[src/hw/rtl/qcac_pkg.sv]
// Package for the quad attitude controller: widths, limits, register codes, types.
`default_nettype none
package qcac_pkg;

  localparam int unsigned MulW  = 21;
  localparam int unsigned ProdW = 2 * MulW;
  localparam int unsigned CfgIdxW  = 4;
  localparam int unsigned CfgDataW = 20;

  localparam logic signed [16:0] THR_MIN    = -17'sd3277;
  localparam logic signed [16:0] THR_MAX    = 17'sd32768;
  localparam logic signed [16:0] THR_ACTIVE = 17'sd32;
  localparam logic signed [16:0] MANUAL_LOW = 17'sd1638;
  localparam logic signed [15:0] ERR_CLIP   = 16'sd4480;

  localparam logic [15:0] ANGLE_GAIN_RST     = 16'd1536;
  localparam logic [15:0] INTEGRAL_GAIN_RST  = 16'd6554;
  localparam logic [14:0] INTEGRAL_LIMIT_RST = 15'd800;
  localparam logic [13:0] CLEAR_BAND_RST     = 14'd19;
  localparam logic [19:0] PITCH_GAIN_RST     = 20'd23488;
  localparam logic [19:0] ROLL_GAIN_RST      = 20'd23488;
  localparam logic [19:0] YAW_GAIN_RST       = 20'd77175;

  typedef enum logic [CfgIdxW-1:0] {
    REG_ANGLE_GAIN     = 4'd0,
    REG_INTEGRAL_GAIN  = 4'd1,
    REG_INTEGRAL_LIMIT = 4'd2,
    REG_CLEAR_BAND     = 4'd3,
    REG_PITCH_GAIN     = 4'd4,
    REG_ROLL_GAIN      = 4'd5,
    REG_YAW_GAIN       = 4'd6,
    REG_MANUAL_SELECT  = 4'd7
  } reg_idx_t;

  typedef struct packed {
    logic [15:0] angle_gain;
    logic [15:0] integral_gain;
    logic [14:0] integral_limit;
    logic [13:0] clear_band;
    logic [19:0] pitch_rate_gain;
    logic [19:0] roll_rate_gain;
    logic [19:0] yaw_rate_gain;
    logic        manual_select;
  } cfg_regs_t;

  typedef enum logic [3:0] {
    S_IDLE,
    S_ERR,
    S_M0,
    S_M1,
    S_M2,
    S_M3,
    S_M4,
    S_M5,
    S_M6,
    S_M7,
    S_MIX
  } state_t;

endpackage
`default_nettype wire

[src/hw/rtl/quad_cascaded_attitude_controller.sv]
// Cascaded angle PI / rate P attitude controller with X-quad mixer, top level.
// Controller mode: after the request is accepted, errors are formed and seven products
// go in turn through one 21x21 multiplier before the mixer loads the result.
// Manual mode: the multiplier steps are skipped. A new request is taken only in idle.
// A finished result waits in the output register while the next request runs.
// Reset (synchronous, rst_n low): registers to defaults, integrators zero, no result.
`default_nettype none
module quad_cascaded_attitude_controller (
  input  wire logic                          clk,
  input  wire logic                          rst_n,
  input  wire logic                          in_valid,
  output logic                               in_ready,
  input  wire logic signed [14:0]            in_pitch_angle,
  input  wire logic signed [14:0]            in_roll_angle,
  input  wire logic signed [15:0]            in_pitch_rate,
  input  wire logic signed [15:0]            in_roll_rate,
  input  wire logic signed [15:0]            in_yaw_rate,
  input  wire logic signed [14:0]            in_pitch_target,
  input  wire logic signed [14:0]            in_roll_target,
  input  wire logic signed [15:0]            in_yaw_rate_target,
  input  wire logic signed [16:0]            in_throttle,
  input  wire logic                          in_armed_flag,
  output logic                               out_valid,
  input  wire logic                          out_ready,
  output logic signed [16:0]                 out_motor_one,
  output logic signed [16:0]                 out_motor_two,
  output logic signed [16:0]                 out_motor_three,
  output logic signed [16:0]                 out_motor_four,
  input  wire logic                          cfg_valid,
  output logic                               cfg_ready,
  input  wire logic [qcac_pkg::CfgIdxW-1:0]  cfg_index,
  input  wire logic [qcac_pkg::CfgDataW-1:0] cfg_data
);

  localparam int unsigned MW = qcac_pkg::MulW;
  localparam int unsigned PW = qcac_pkg::ProdW;

  qcac_pkg::cfg_regs_t regs;
  qcac_pkg::state_t    state_r, state_nxt;

  // captured request
  logic signed [14:0] pa_r, ra_r, pt_r, rt_r;
  logic signed [15:0] pr_r, rr_r, yr_r, yt_r;
  logic signed [16:0] thr_r;
  logic               armed_r;

  // working registers
  logic signed [13:0] pe_r, re_r;
  logic signed [16:0] ydiff_r;
  logic signed [16:0] t_r;
  logic               grow_r;
  logic signed [15:0] pint_r, rint_r;
  logic signed [20:0] pdiff_r, rdiff_r;
  logic signed [27:0] vp_r, vr_r, vy_r;

  logic               out_valid_r;
  logic signed [16:0] m1_r, m2_r, m3_r, m4_r;

  logic                 mul_en;
  logic signed [MW-1:0] mul_a, mul_b;
  logic signed [PW-1:0] prod;

  logic signed [15:0] pe_full, re_full;
  logic signed [16:0] t_ctrl, t_man;
  logic signed [PW-1:0] rnd10, rnd13;
  logic signed [20:0] p_term;
  logic signed [27:0] axis_v;
  logic               load_out;

  qcac_cfg_regs u_cfg (
    .clk       (clk),
    .rst_n     (rst_n),
    .cfg_valid (cfg_valid),
    .cfg_index (cfg_index),
    .cfg_data  (cfg_data),
    .regs      (regs)
  );

  qcac_mul u_mul (
    .clk   (clk),
    .en    (mul_en),
    .mul_a (mul_a),
    .mul_b (mul_b),
    .prod  (prod)
  );

  assign cfg_ready = 1'b1;
  assign in_ready  = (state_r == qcac_pkg::S_IDLE);

  function automatic logic signed [13:0] clip_err(input logic signed [15:0] e);
    logic signed [15:0] c;
    c = e;
    if (e > qcac_pkg::ERR_CLIP) c = qcac_pkg::ERR_CLIP;
    else if (e < -qcac_pkg::ERR_CLIP) c = -qcac_pkg::ERR_CLIP;
    return c[13:0];
  endfunction

  function automatic logic signed [15:0] integ_upd(
    input logic signed [PW-1:0] p,
    input logic signed [15:0]   integ,
    input logic signed [13:0]   err,
    input logic                 grow,
    input logic [14:0]          lim,
    input logic [13:0]          band
  );
    logic signed [PW-1:0] rnd;
    logic signed [16:0]   step;
    logic signed [16:0]   acc;
    logic [13:0]          mag;
    logic signed [16:0]   lim_s;
    rnd   = (p + PW'(131072)) >>> 18;
    step  = rnd[16:0];
    acc   = grow ? (17'(integ) + step) : 17'sd0;
    mag   = err[13] ? 14'(-err) : err;
    if (mag < band) acc = 17'sd0;
    lim_s = $signed({2'b00, lim});
    if (acc > lim_s) acc = lim_s;
    else if (acc < -lim_s) acc = -lim_s;
    return acc[15:0];
  endfunction

  function automatic logic signed [16:0] clamp_motor(input logic signed [29:0] s);
    logic signed [16:0] c;
    c = s[16:0];
    if (s > 30'(qcac_pkg::THR_MAX)) c = qcac_pkg::THR_MAX;
    else if (s < 30'(qcac_pkg::THR_MIN)) c = qcac_pkg::THR_MIN;
    return c;
  endfunction

  // front-end arithmetic for the error step
  always_comb begin
    pe_full = 16'(pt_r) - 16'(pa_r);
    re_full = 16'(rt_r) - 16'(ra_r);
    t_ctrl  = thr_r;
    if (thr_r < qcac_pkg::THR_MIN) t_ctrl = qcac_pkg::THR_MIN;
    else if (thr_r > qcac_pkg::THR_MAX) t_ctrl = qcac_pkg::THR_MAX;
    t_man = (thr_r > qcac_pkg::THR_MAX) ? qcac_pkg::THR_MAX : thr_r;
    if (t_man <= qcac_pkg::MANUAL_LOW) t_man = qcac_pkg::THR_MIN;
  end

  // product post-processing
  always_comb begin
    rnd10  = (prod + PW'(512)) >>> 10;
    rnd13  = (prod + PW'(4096)) >>> 13;
    p_term = rnd10[20:0];
    axis_v = rnd13[27:0];
  end

  // sequencer: next state and multiplier operand select
  always_comb begin
    state_nxt = state_r;
    mul_en    = 1'b0;
    mul_a     = '0;
    mul_b     = '0;
    load_out  = 1'b0;
    case (state_r)
      qcac_pkg::S_IDLE: if (in_valid) state_nxt = qcac_pkg::S_ERR;
      qcac_pkg::S_ERR:  state_nxt = regs.manual_select ? qcac_pkg::S_MIX : qcac_pkg::S_M0;
      qcac_pkg::S_M0: begin
        mul_en = 1'b1; mul_a = MW'(pe_r); mul_b = $signed({5'b0, regs.integral_gain});
        state_nxt = qcac_pkg::S_M1;
      end
      qcac_pkg::S_M1: begin
        mul_en = 1'b1; mul_a = MW'(re_r); mul_b = $signed({5'b0, regs.integral_gain});
        state_nxt = qcac_pkg::S_M2;
      end
      qcac_pkg::S_M2: begin
        mul_en = 1'b1; mul_a = MW'(pe_r); mul_b = $signed({5'b0, regs.angle_gain});
        state_nxt = qcac_pkg::S_M3;
      end
      qcac_pkg::S_M3: begin
        mul_en = 1'b1; mul_a = MW'(re_r); mul_b = $signed({5'b0, regs.angle_gain});
        state_nxt = qcac_pkg::S_M4;
      end
      qcac_pkg::S_M4: begin
        mul_en = 1'b1; mul_a = pdiff_r; mul_b = $signed({1'b0, regs.pitch_rate_gain});
        state_nxt = qcac_pkg::S_M5;
      end
      qcac_pkg::S_M5: begin
        mul_en = 1'b1; mul_a = rdiff_r; mul_b = $signed({1'b0, regs.roll_rate_gain});
        state_nxt = qcac_pkg::S_M6;
      end
      qcac_pkg::S_M6: begin
        mul_en = 1'b1; mul_a = MW'(ydiff_r); mul_b = $signed({1'b0, regs.yaw_rate_gain});
        state_nxt = qcac_pkg::S_M7;
      end
      qcac_pkg::S_M7: state_nxt = qcac_pkg::S_MIX;
      qcac_pkg::S_MIX: begin
        // hold here until the previous result has been taken
        if (!out_valid_r || out_ready) begin
          load_out  = 1'b1;
          state_nxt = qcac_pkg::S_IDLE;
        end
      end
      default: state_nxt = qcac_pkg::S_IDLE;
    endcase
  end

  always_ff @(posedge clk) begin
    if (!rst_n) state_r <= qcac_pkg::S_IDLE;
    else        state_r <= state_nxt;
  end

  // integrators are control state and clear on reset
  always_ff @(posedge clk) begin
    if (!rst_n) begin
      pint_r <= '0;
      rint_r <= '0;
    end else if (state_r == qcac_pkg::S_M1) begin
      pint_r <= integ_upd(prod, pint_r, pe_r, grow_r, regs.integral_limit, regs.clear_band);
    end else if (state_r == qcac_pkg::S_M2) begin
      rint_r <= integ_upd(prod, rint_r, re_r, grow_r, regs.integral_limit, regs.clear_band);
    end
  end

  // datapath registers, no reset
  always_ff @(posedge clk) begin
    case (state_r)
      qcac_pkg::S_IDLE: begin
        if (in_valid) begin
          pa_r    <= in_pitch_angle;
          ra_r    <= in_roll_angle;
          pr_r    <= in_pitch_rate;
          rr_r    <= in_roll_rate;
          yr_r    <= in_yaw_rate;
          pt_r    <= in_pitch_target;
          rt_r    <= in_roll_target;
          yt_r    <= in_yaw_rate_target;
          thr_r   <= in_throttle;
          armed_r <= in_armed_flag;
        end
      end
      qcac_pkg::S_ERR: begin
        pe_r    <= clip_err(pe_full);
        re_r    <= clip_err(re_full);
        ydiff_r <= 17'(yt_r) - 17'(yr_r);
        grow_r  <= armed_r && (t_ctrl > qcac_pkg::THR_ACTIVE);
        if (regs.manual_select) begin
          // manual: mixer sees zero axis terms, so all motors get t
          t_r  <= t_man;
          vp_r <= '0;
          vr_r <= '0;
          vy_r <= '0;
        end else begin
          t_r <= t_ctrl;
        end
      end
      qcac_pkg::S_M3: pdiff_r <= p_term + 21'(pint_r) - 21'(pr_r);
      qcac_pkg::S_M4: rdiff_r <= p_term + 21'(rint_r) - 21'(rr_r);
      qcac_pkg::S_M5: vp_r <= axis_v;
      qcac_pkg::S_M6: vr_r <= axis_v;
      qcac_pkg::S_M7: vy_r <= axis_v;
      default: ;
    endcase
  end

  always_ff @(posedge clk) begin
    if (load_out) begin
      m1_r <= clamp_motor(30'(t_r) + 30'(vp_r) + 30'(vr_r) + 30'(vy_r));
      m2_r <= clamp_motor(30'(t_r) + 30'(vp_r) - 30'(vr_r) - 30'(vy_r));
      m3_r <= clamp_motor(30'(t_r) - 30'(vp_r) - 30'(vr_r) + 30'(vy_r));
      m4_r <= clamp_motor(30'(t_r) - 30'(vp_r) + 30'(vr_r) - 30'(vy_r));
    end
  end

  always_ff @(posedge clk) begin
    if (!rst_n)        out_valid_r <= 1'b0;
    else if (load_out) out_valid_r <= 1'b1;
    else if (out_ready) out_valid_r <= 1'b0;
  end

  assign out_valid       = out_valid_r;
  assign out_motor_one   = m1_r;
  assign out_motor_two   = m2_r;
  assign out_motor_three = m3_r;
  assign out_motor_four  = m4_r;

  a_rise_from_mix: assert property (@(posedge clk) disable iff (!rst_n)
    $rose(out_valid_r) |-> ($past(state_r) == qcac_pkg::S_MIX))
    else $error("result raised outside the mix step");

  a_accept_starts: assert property (@(posedge clk) disable iff (!rst_n)
    (in_valid && in_ready) |=> (state_r == qcac_pkg::S_ERR))
    else $error("accepted request did not start the sequence");

  a_no_overwrite: assert property (@(posedge clk) disable iff (!rst_n)
    (out_valid_r && !out_ready) |=> ($stable(m1_r) && $stable(m4_r)))
    else $error("pending result overwritten");

  a_motor_range: assert property (@(posedge clk) disable iff (!rst_n)
    out_valid_r |-> (m1_r >= qcac_pkg::THR_MIN && m1_r <= qcac_pkg::THR_MAX &&
                     m3_r >= qcac_pkg::THR_MIN && m3_r <= qcac_pkg::THR_MAX))
    else $error("motor command out of range");

endmodule
`default_nettype wire

[src/hw/rtl/qcac_cfg_regs.sv]
// Configuration register bank for the quad attitude controller.
`default_nettype none
module qcac_cfg_regs (
  input  wire logic                          clk,
  input  wire logic                          rst_n,
  input  wire logic                          cfg_valid,
  input  wire logic [qcac_pkg::CfgIdxW-1:0]  cfg_index,
  input  wire logic [qcac_pkg::CfgDataW-1:0] cfg_data,
  output qcac_pkg::cfg_regs_t                regs
);

  qcac_pkg::cfg_regs_t regs_r;

  always_ff @(posedge clk) begin
    if (!rst_n) begin
      regs_r.angle_gain      <= qcac_pkg::ANGLE_GAIN_RST;
      regs_r.integral_gain   <= qcac_pkg::INTEGRAL_GAIN_RST;
      regs_r.integral_limit  <= qcac_pkg::INTEGRAL_LIMIT_RST;
      regs_r.clear_band      <= qcac_pkg::CLEAR_BAND_RST;
      regs_r.pitch_rate_gain <= qcac_pkg::PITCH_GAIN_RST;
      regs_r.roll_rate_gain  <= qcac_pkg::ROLL_GAIN_RST;
      regs_r.yaw_rate_gain   <= qcac_pkg::YAW_GAIN_RST;
      regs_r.manual_select   <= 1'b0;
    end else if (cfg_valid) begin
      case (cfg_index)
        qcac_pkg::REG_ANGLE_GAIN:     regs_r.angle_gain      <= cfg_data[15:0];
        qcac_pkg::REG_INTEGRAL_GAIN:  regs_r.integral_gain   <= cfg_data[15:0];
        qcac_pkg::REG_INTEGRAL_LIMIT: regs_r.integral_limit  <= cfg_data[14:0];
        qcac_pkg::REG_CLEAR_BAND:     regs_r.clear_band      <= cfg_data[13:0];
        qcac_pkg::REG_PITCH_GAIN:     regs_r.pitch_rate_gain <= cfg_data[19:0];
        qcac_pkg::REG_ROLL_GAIN:      regs_r.roll_rate_gain  <= cfg_data[19:0];
        qcac_pkg::REG_YAW_GAIN:       regs_r.yaw_rate_gain   <= cfg_data[19:0];
        qcac_pkg::REG_MANUAL_SELECT:  regs_r.manual_select   <= cfg_data[0];
        default: ;  // unmapped index, write dropped
      endcase
    end
  end

  assign regs = regs_r;

endmodule
`default_nettype wire

[src/hw/rtl/qcac_mul.sv]
// Shared signed multiplier with registered product.
`default_nettype none
module qcac_mul (
  input  wire logic                                clk,
  input  wire logic                                en,
  input  wire logic signed [qcac_pkg::MulW-1:0]    mul_a,
  input  wire logic signed [qcac_pkg::MulW-1:0]    mul_b,
  output logic signed      [qcac_pkg::ProdW-1:0]   prod
);

  logic signed [qcac_pkg::ProdW-1:0] prod_r;

  always_ff @(posedge clk) begin
    if (en) begin
      prod_r <= qcac_pkg::ProdW'(mul_a) * qcac_pkg::ProdW'(mul_b);
    end
  end

  assign prod = prod_r;

endmodule
`default_nettype wire

[config.mk]
export PLATFORM = sky130hd
export DESIGN_NAME = quad_cascaded_attitude_controller
export DESIGN_NICKNAME = d
export VERILOG_FILES = /design/src/hw/rtl/qcac_pkg.sv /design/src/hw/rtl/quad_cascaded_attitude_controller.sv /design/src/hw/rtl/qcac_cfg_regs.sv /design/src/hw/rtl/qcac_mul.sv
export SDC_FILE = /design/constraint.sdc
export NUM_CORES = 2
export LEC_CHECK = 0
export ABC_AREA = 1
export BUFFER_PORTS_ARGS = -buffer_cell sky130_fd_sc_hd__buf_4
export CAP_MARGIN = 20
export CORE_MARGIN = 5
export CORE_UTILIZATION = 59
export CTS_CLUSTER_DIAMETER = 100
export CTS_CLUSTER_SIZE = 16
export DETAILED_ROUTE_END_ITERATION = 8
export PLACE_DENSITY = 0.77
export SLEW_MARGIN = 20
export SYNTH_ARGS = -nofsm -noshare
export SYNTH_HDL_FRONTEND = slang
export SYNTH_HIERARCHICAL = 1
export SYNTH_SLANG_ARGS = --single-unit
[constraint.sdc]
create_clock -name clk -period 7.8 [get_ports clk]
set_input_delay 0.39 -clock clk [delete_from_list [all_inputs] [get_ports clk]]
set_output_delay 0.39 -clock clk [all_outputs]
set_load 0.01 [all_outputs]
After elaboration in Yosys (flattened, before gate mapping)
Index checks and enable logic that the tools add are counted.

Register bits: 599. Input port bits: 171. Output and inout port bits: 71. Word-level logic and storage cells: 186.

Add/sub/neg operators: 25. Multipliers: 1. Order comparisons: 22. Equality and inequality tests: 20. Muxes and demuxes: 40. Bitwise operators: 1. Reductions and logical operators: 34.

Operator list (count): 17-bit two-way mux (17); 28-bit one-hot mux with 2 select lines (3); 30-bit by 17-bit greater-than comparator with 1-bit output, second input constant (4); 30-bit by 13-bit less-than comparator with 1-bit output, second input constant (4); 21-bit one-hot mux with 5 select lines (1); 20-bit one-hot mux with 5 select lines (1); 16-bit two-way mux (4); 29-bit by 28-bit adder with 30-bit output (2); 30-bit by 28-bit adder with 30-bit output (2); 29-bit by 28-bit subtractor with 30-bit output (2); 30-bit by 28-bit subtractor with 30-bit output (2); 14-bit two-way mux (4); 4-bit one-hot mux with 11 select lines (1); 21-bit by 16-bit adder with 21-bit output (2); 21-bit by 16-bit subtractor with 21-bit output (2); 41-bit by 14-bit adder with 41-bit output, second input constant (1); 21-bit by 21-bit multiplier with 41-bit output (1); 35-bit by 19-bit adder with 35-bit output, second input constant (1); 16-bit by 17-bit adder with 17-bit output (2); 17-bit by 16-bit greater-than comparator with 1-bit output (2); 17-bit less-than comparator (2); 4-bit by 3-bit equality test with 1-bit output, second input constant (8); 16-bit by 14-bit greater-than comparator with 1-bit output, second input constant (2); 16-bit by 14-bit less-than comparator with 1-bit output, second input constant (2); other kinds (29) (71).

Logic depth before layout (Yosys ltp)
Depth in word-level cells: 10. Mapped depth: 37. Gate-level depth less buffers: 37.

Hierarchy
Netlist, hierarchy kept.

Modules (own cells, without submodules): quad_cascaded_attitude_controller (times used 1, cells an instance 6164, area an instance 44365.0 um2, seq. area each 12722.2 um2); qcac_mul (times used 1, cells an instance 2444, area an instance 19232.2 um2, seq. area each 1261.2 um2); qcac_cfg_regs (times used 1, cells an instance 683, area an instance 4758.3 um2, seq. area each 2442.3 um2).

Worst setup path after synthesis
Ideal clock, no wire load.

Path kind: flip-flop to flip-flop. Start: register state_r[2]. End: register u_mul.prod_r (netlist bit u_mul/prod[40]), data pin. Setup time: 0.253 ns. Arrival time: 7.467 ns. Data required time: 7.547 ns. Path slack: 0.080 ns. Stages on the path, launching flop included: 31. Buffers on the path: 1. Clock period less this slack: 7.720 ns. Path through: dfxtp_1 -> inv_1 -> nor2_1 -> inv_1 -> nor2_1 -> a21oi_1 -> o21ai_0 -> inv_1 -> nand4_1 -> clkbuf_1 -> nand2_1 -> fa_1 -> inv_1 -> fa_1 -> inv_1 -> fa_1 -> inv_1 -> fa_1 -> fa_1 -> fa_1 -> inv_1 -> fa_1 -> inv_1 -> ha_1 -> a21oi_1 -> a21boi_0 -> nand2_1 -> a21oi_1 -> nand3_1 -> nand2_1 -> nand2_1.

Word-level cells in the longest chain between the ends: 4. Elaborated cells on any way between the ends: 14. Classes of those cells: mul (1); eq/ne (7); mux (2); reduce/logical (4).

RTL lines: start, declared (RTL line quad_cascaded_attitude_controller.sv:39) `qcac_pkg::state_t state_r, state_nxt;`; start signal, assigned (RTL line quad_cascaded_attitude_controller.sv:200) `if (!rst_n) state_r <= qcac_pkg::S_IDLE;`; start signal, assigned (RTL line quad_cascaded_attitude_controller.sv:201) `else state_r <= state_nxt;`; 4-bit by 2-bit equality test with 1-bit output or 4-bit by 3-bit equality test with 1-bit output (tied branches) (RTL line quad_cascaded_attitude_controller.sv:156) `case (state_r)`; 2-bit OR reduction (no source line); 21-bit one-hot mux with 5 select lines (*) (RTL line quad_cascaded_attitude_controller.sv:156); named net mul_a[20] (RTL line quad_cascaded_attitude_controller.sv:60) `logic signed [MW-1:0] mul_a, mul_b;`; 21-bit by 21-bit multiplier with 41-bit output (*) (RTL line qcac_mul.sv:15) `prod_r <= qcac_pkg::ProdW'(mul_a) * qcac_pkg::ProdW'(mul_b);`; end signal, assigned (RTL line qcac_mul.sv:15); end, declared (RTL line qcac_mul.sv:11) `logic signed [qcac_pkg::ProdW-1:0] prod_r;`.

The timed path passes the listed nets; every way through them passes the cells marked *. A chain may end at the register's enable or synchronous reset.

Worst setup path after layout
Start: register state_r[2]. End: register u_mul.prod_r (netlist bit u_mul/prod[33]), data pin.

The elaborated chain is that of the path after synthesis.

==> results.py <==
metrics = {
    "finish": {
        "syn2layout_area_growth_pct": 11.1,
        "fin_nets": 10900,
        "final_common_cell": "nand2_1",
        "drive_above_1_share_pct": 7.08,
        "n_fill_cell": 9961,
        "mostFrequentLayoutCells": "2573 x nand2_1, 2126 x inv_1, 792 x nor2_1",
    },
    "sta": {
        "finalClockSkew_ps": 52.7,
        "slew_violations": 0,
        "period_minus_slack_ps": 7500,
        "maxSlewHeadroom_pct": 26.5,
        "max_freq_ghz": 0.133,
        "tightest_slew_ps": 1100,
        "setup_ws_ps": 299,
        "fin_crit_sh_pct": 96.2,
        "rsz0062_at_grt": "true",
        "setup_viol": 0,
        "hold_viol_final": 0,
    },
    "cts": {
        "cts.path.max_buffers": 3,
        "clock_sinks": 590,
        "htreeDepth": 2,
        "clk_latency_ps": 690,
        "cts_tree": "done",
        "clkSlewWorstSetupHoldPaths_ps": 80,
        "cts_buffers": 48,
        "clockRootBuffer": "clkbuf_16",
    },
    "synthesis": {
        "synth_area_um2": 67700,
        "netlist_instances": 9213,
        "syn_avg_cell_area_um2": 7.35,
        "yosysWarnings": 6,
        "synth_fp_nets": 10500,
    },
    "floorplanning": {
        "die-height_um": 349,
        "rows": 124,
        "coreArea_um2": 114000,
        "ios": 242,
        "dieArea_um2": 122000,
        "dieWidth_um": 349,
        "start_util_pct": 59.3,
    },
    "critical_path": {
        "path_class": "reg -> reg",
        "critPathRequiredTime_ps": 8220,
        "crit_slowest_cell": "fa_1",
        "critPathLaunchType": "flip-flop",
        "path_common_cell": "inv_1",
        "end_kind": "flip-flop",
        "critPathMaxStageDelay_ps": 590,
        "crit_fanout": 15,
        "arrival_ps": 7920,
        "reg2regPathDepth": 35,
    },
    "routing": {
        "ant_nets": 0,
        "wirelength_mm": 219,
        "via_count": 60500,
        "drt_iter0_drc": 5359,
        "first_pass_iters": 8,
        "wl_per_cell_um": 19.7,
        "viasPerCell": 5.43,
        "drc": 0,
    },
    "power_and_ir_drop": {
        "ir_worst_vdd_mv": 0.193,
        "p_leak_nw": 40.5,
        "power_w": 0.0129,
        "power_density_nw_per_um2": 171,
    },
    "grt": {
        "antenna_found_initial": 4,
        "track_usage_pct": 35.5,
        "grt_pass1_wl_mm": 338,
        "grt_max_degree": 125,
        "grt_pass1_vias": 60200,
        "grt.overflow.total": 0,
    },
    "outcome": {
        "status": "finished, final reports clean",
    },
    "place": {
        "place_congestion": 1.02,
        "hpwl_mm": 179,
        "portBuffers": 240,
        "pre_cts_ws_ps": 138,
    },
    "hold_path": {
        "hp-class": "in -> reg",
        "hold_depth": 3,
    },
    "run": {
        "drv_cap": 0,
    },
}
[where the power goes]
part	switching, W	leakage (nW)	total, W	internal (W)
Clock	0.00133	0.733	0.00256	0.00124
Combinational	0.00437	34.6	0.00650	0.00212
Sequential	0.000160	5.16	0.00384	0.00367
[flip-flops by register name, summed over array words and instances (netlist names), 21 cells and up]
register,cells
pdiff_r,21
vy_r,28
u_cfg/regs,122
vr_r,28
vp_r,28
rdiff_r,21
u_mul/prod,32
[stage by stage]
stage | setup TNS [ps] | hold WS, ps | utilization (%) | cells | area (µm²)
2_1_floorplan | 0 | 429 | - | 9213 | 67700
3_3_place_gp | 0 | 439 | 62.8 | 10900 | 71800
3_5_place_dp | 0 | 451 | 62.8 | 10900 | 71800
4_1_cts | 0 | 10.3 | 65.5 | 11100 | 74900
5_1_grt | -45.1 | 32.9 | 65.9 | 11200 | 75300
6_report | 0 | 38.8 | 65.9 | 11200 | 75300
[layout make-up]
class                           count  area (µm²)  share of cell area, %
Timing Repair Buffer              523        4660                   6.19
Inverter                         2150        8080                   10.7
Multi-Input combinational cell   6288       43000                   57.1
Sequential cell                   590       16100                   21.4
Clock buffer                       71        1310                   1.74
Antenna cell                        4        10.0                 0.0133
Clock inverter                     15         224                  0.298
Tap cell                         1512        1890                   2.51
[path summary, 6_finish.rpt]
| path | from | endpoint | slack [ps] |
|---|---|---|---|
| setup / recovery | state_r[2] | u_mul/prod[33] | 300 |
| hold / removal | cfg_data[11] | u_cfg/regs[101] | 40 |
| setup reg to reg | state_r[2] | u_mul/prod[33] | 300 |
| hold reg to reg | u_cfg/regs[50] | u_cfg/regs[50] | 460 |
[routing by layer]
layer	up-vias	share of wire, %	global-route usage [%]
li1	28800	-	-
met1	28700	38	43.3
met2	2523	48	61.8
met3	523	6.9	4.47
met4	0	6.6	18.7
met5	-	0	0
[worst max-delay path, delay by kind of cell, from the launching register on]
kind	cells	cell delay, ps
and+or+nand+nor	12	1160
buffers and inverters	12	1250
AOI/OAI and AO/OA	3	530
DFF	1	360
adders and majority gates	8	3950
[what timing repair did]
item | in CTS | in global routing
setup endpoints to repair | 0 | 27
hold buffers | 156 | 0
setup buffers | 0 | 18
gates resized for setup | 0 | 68
endpoints found under the hold margin | 181 | 0
(Power assumes the default switching activity.)
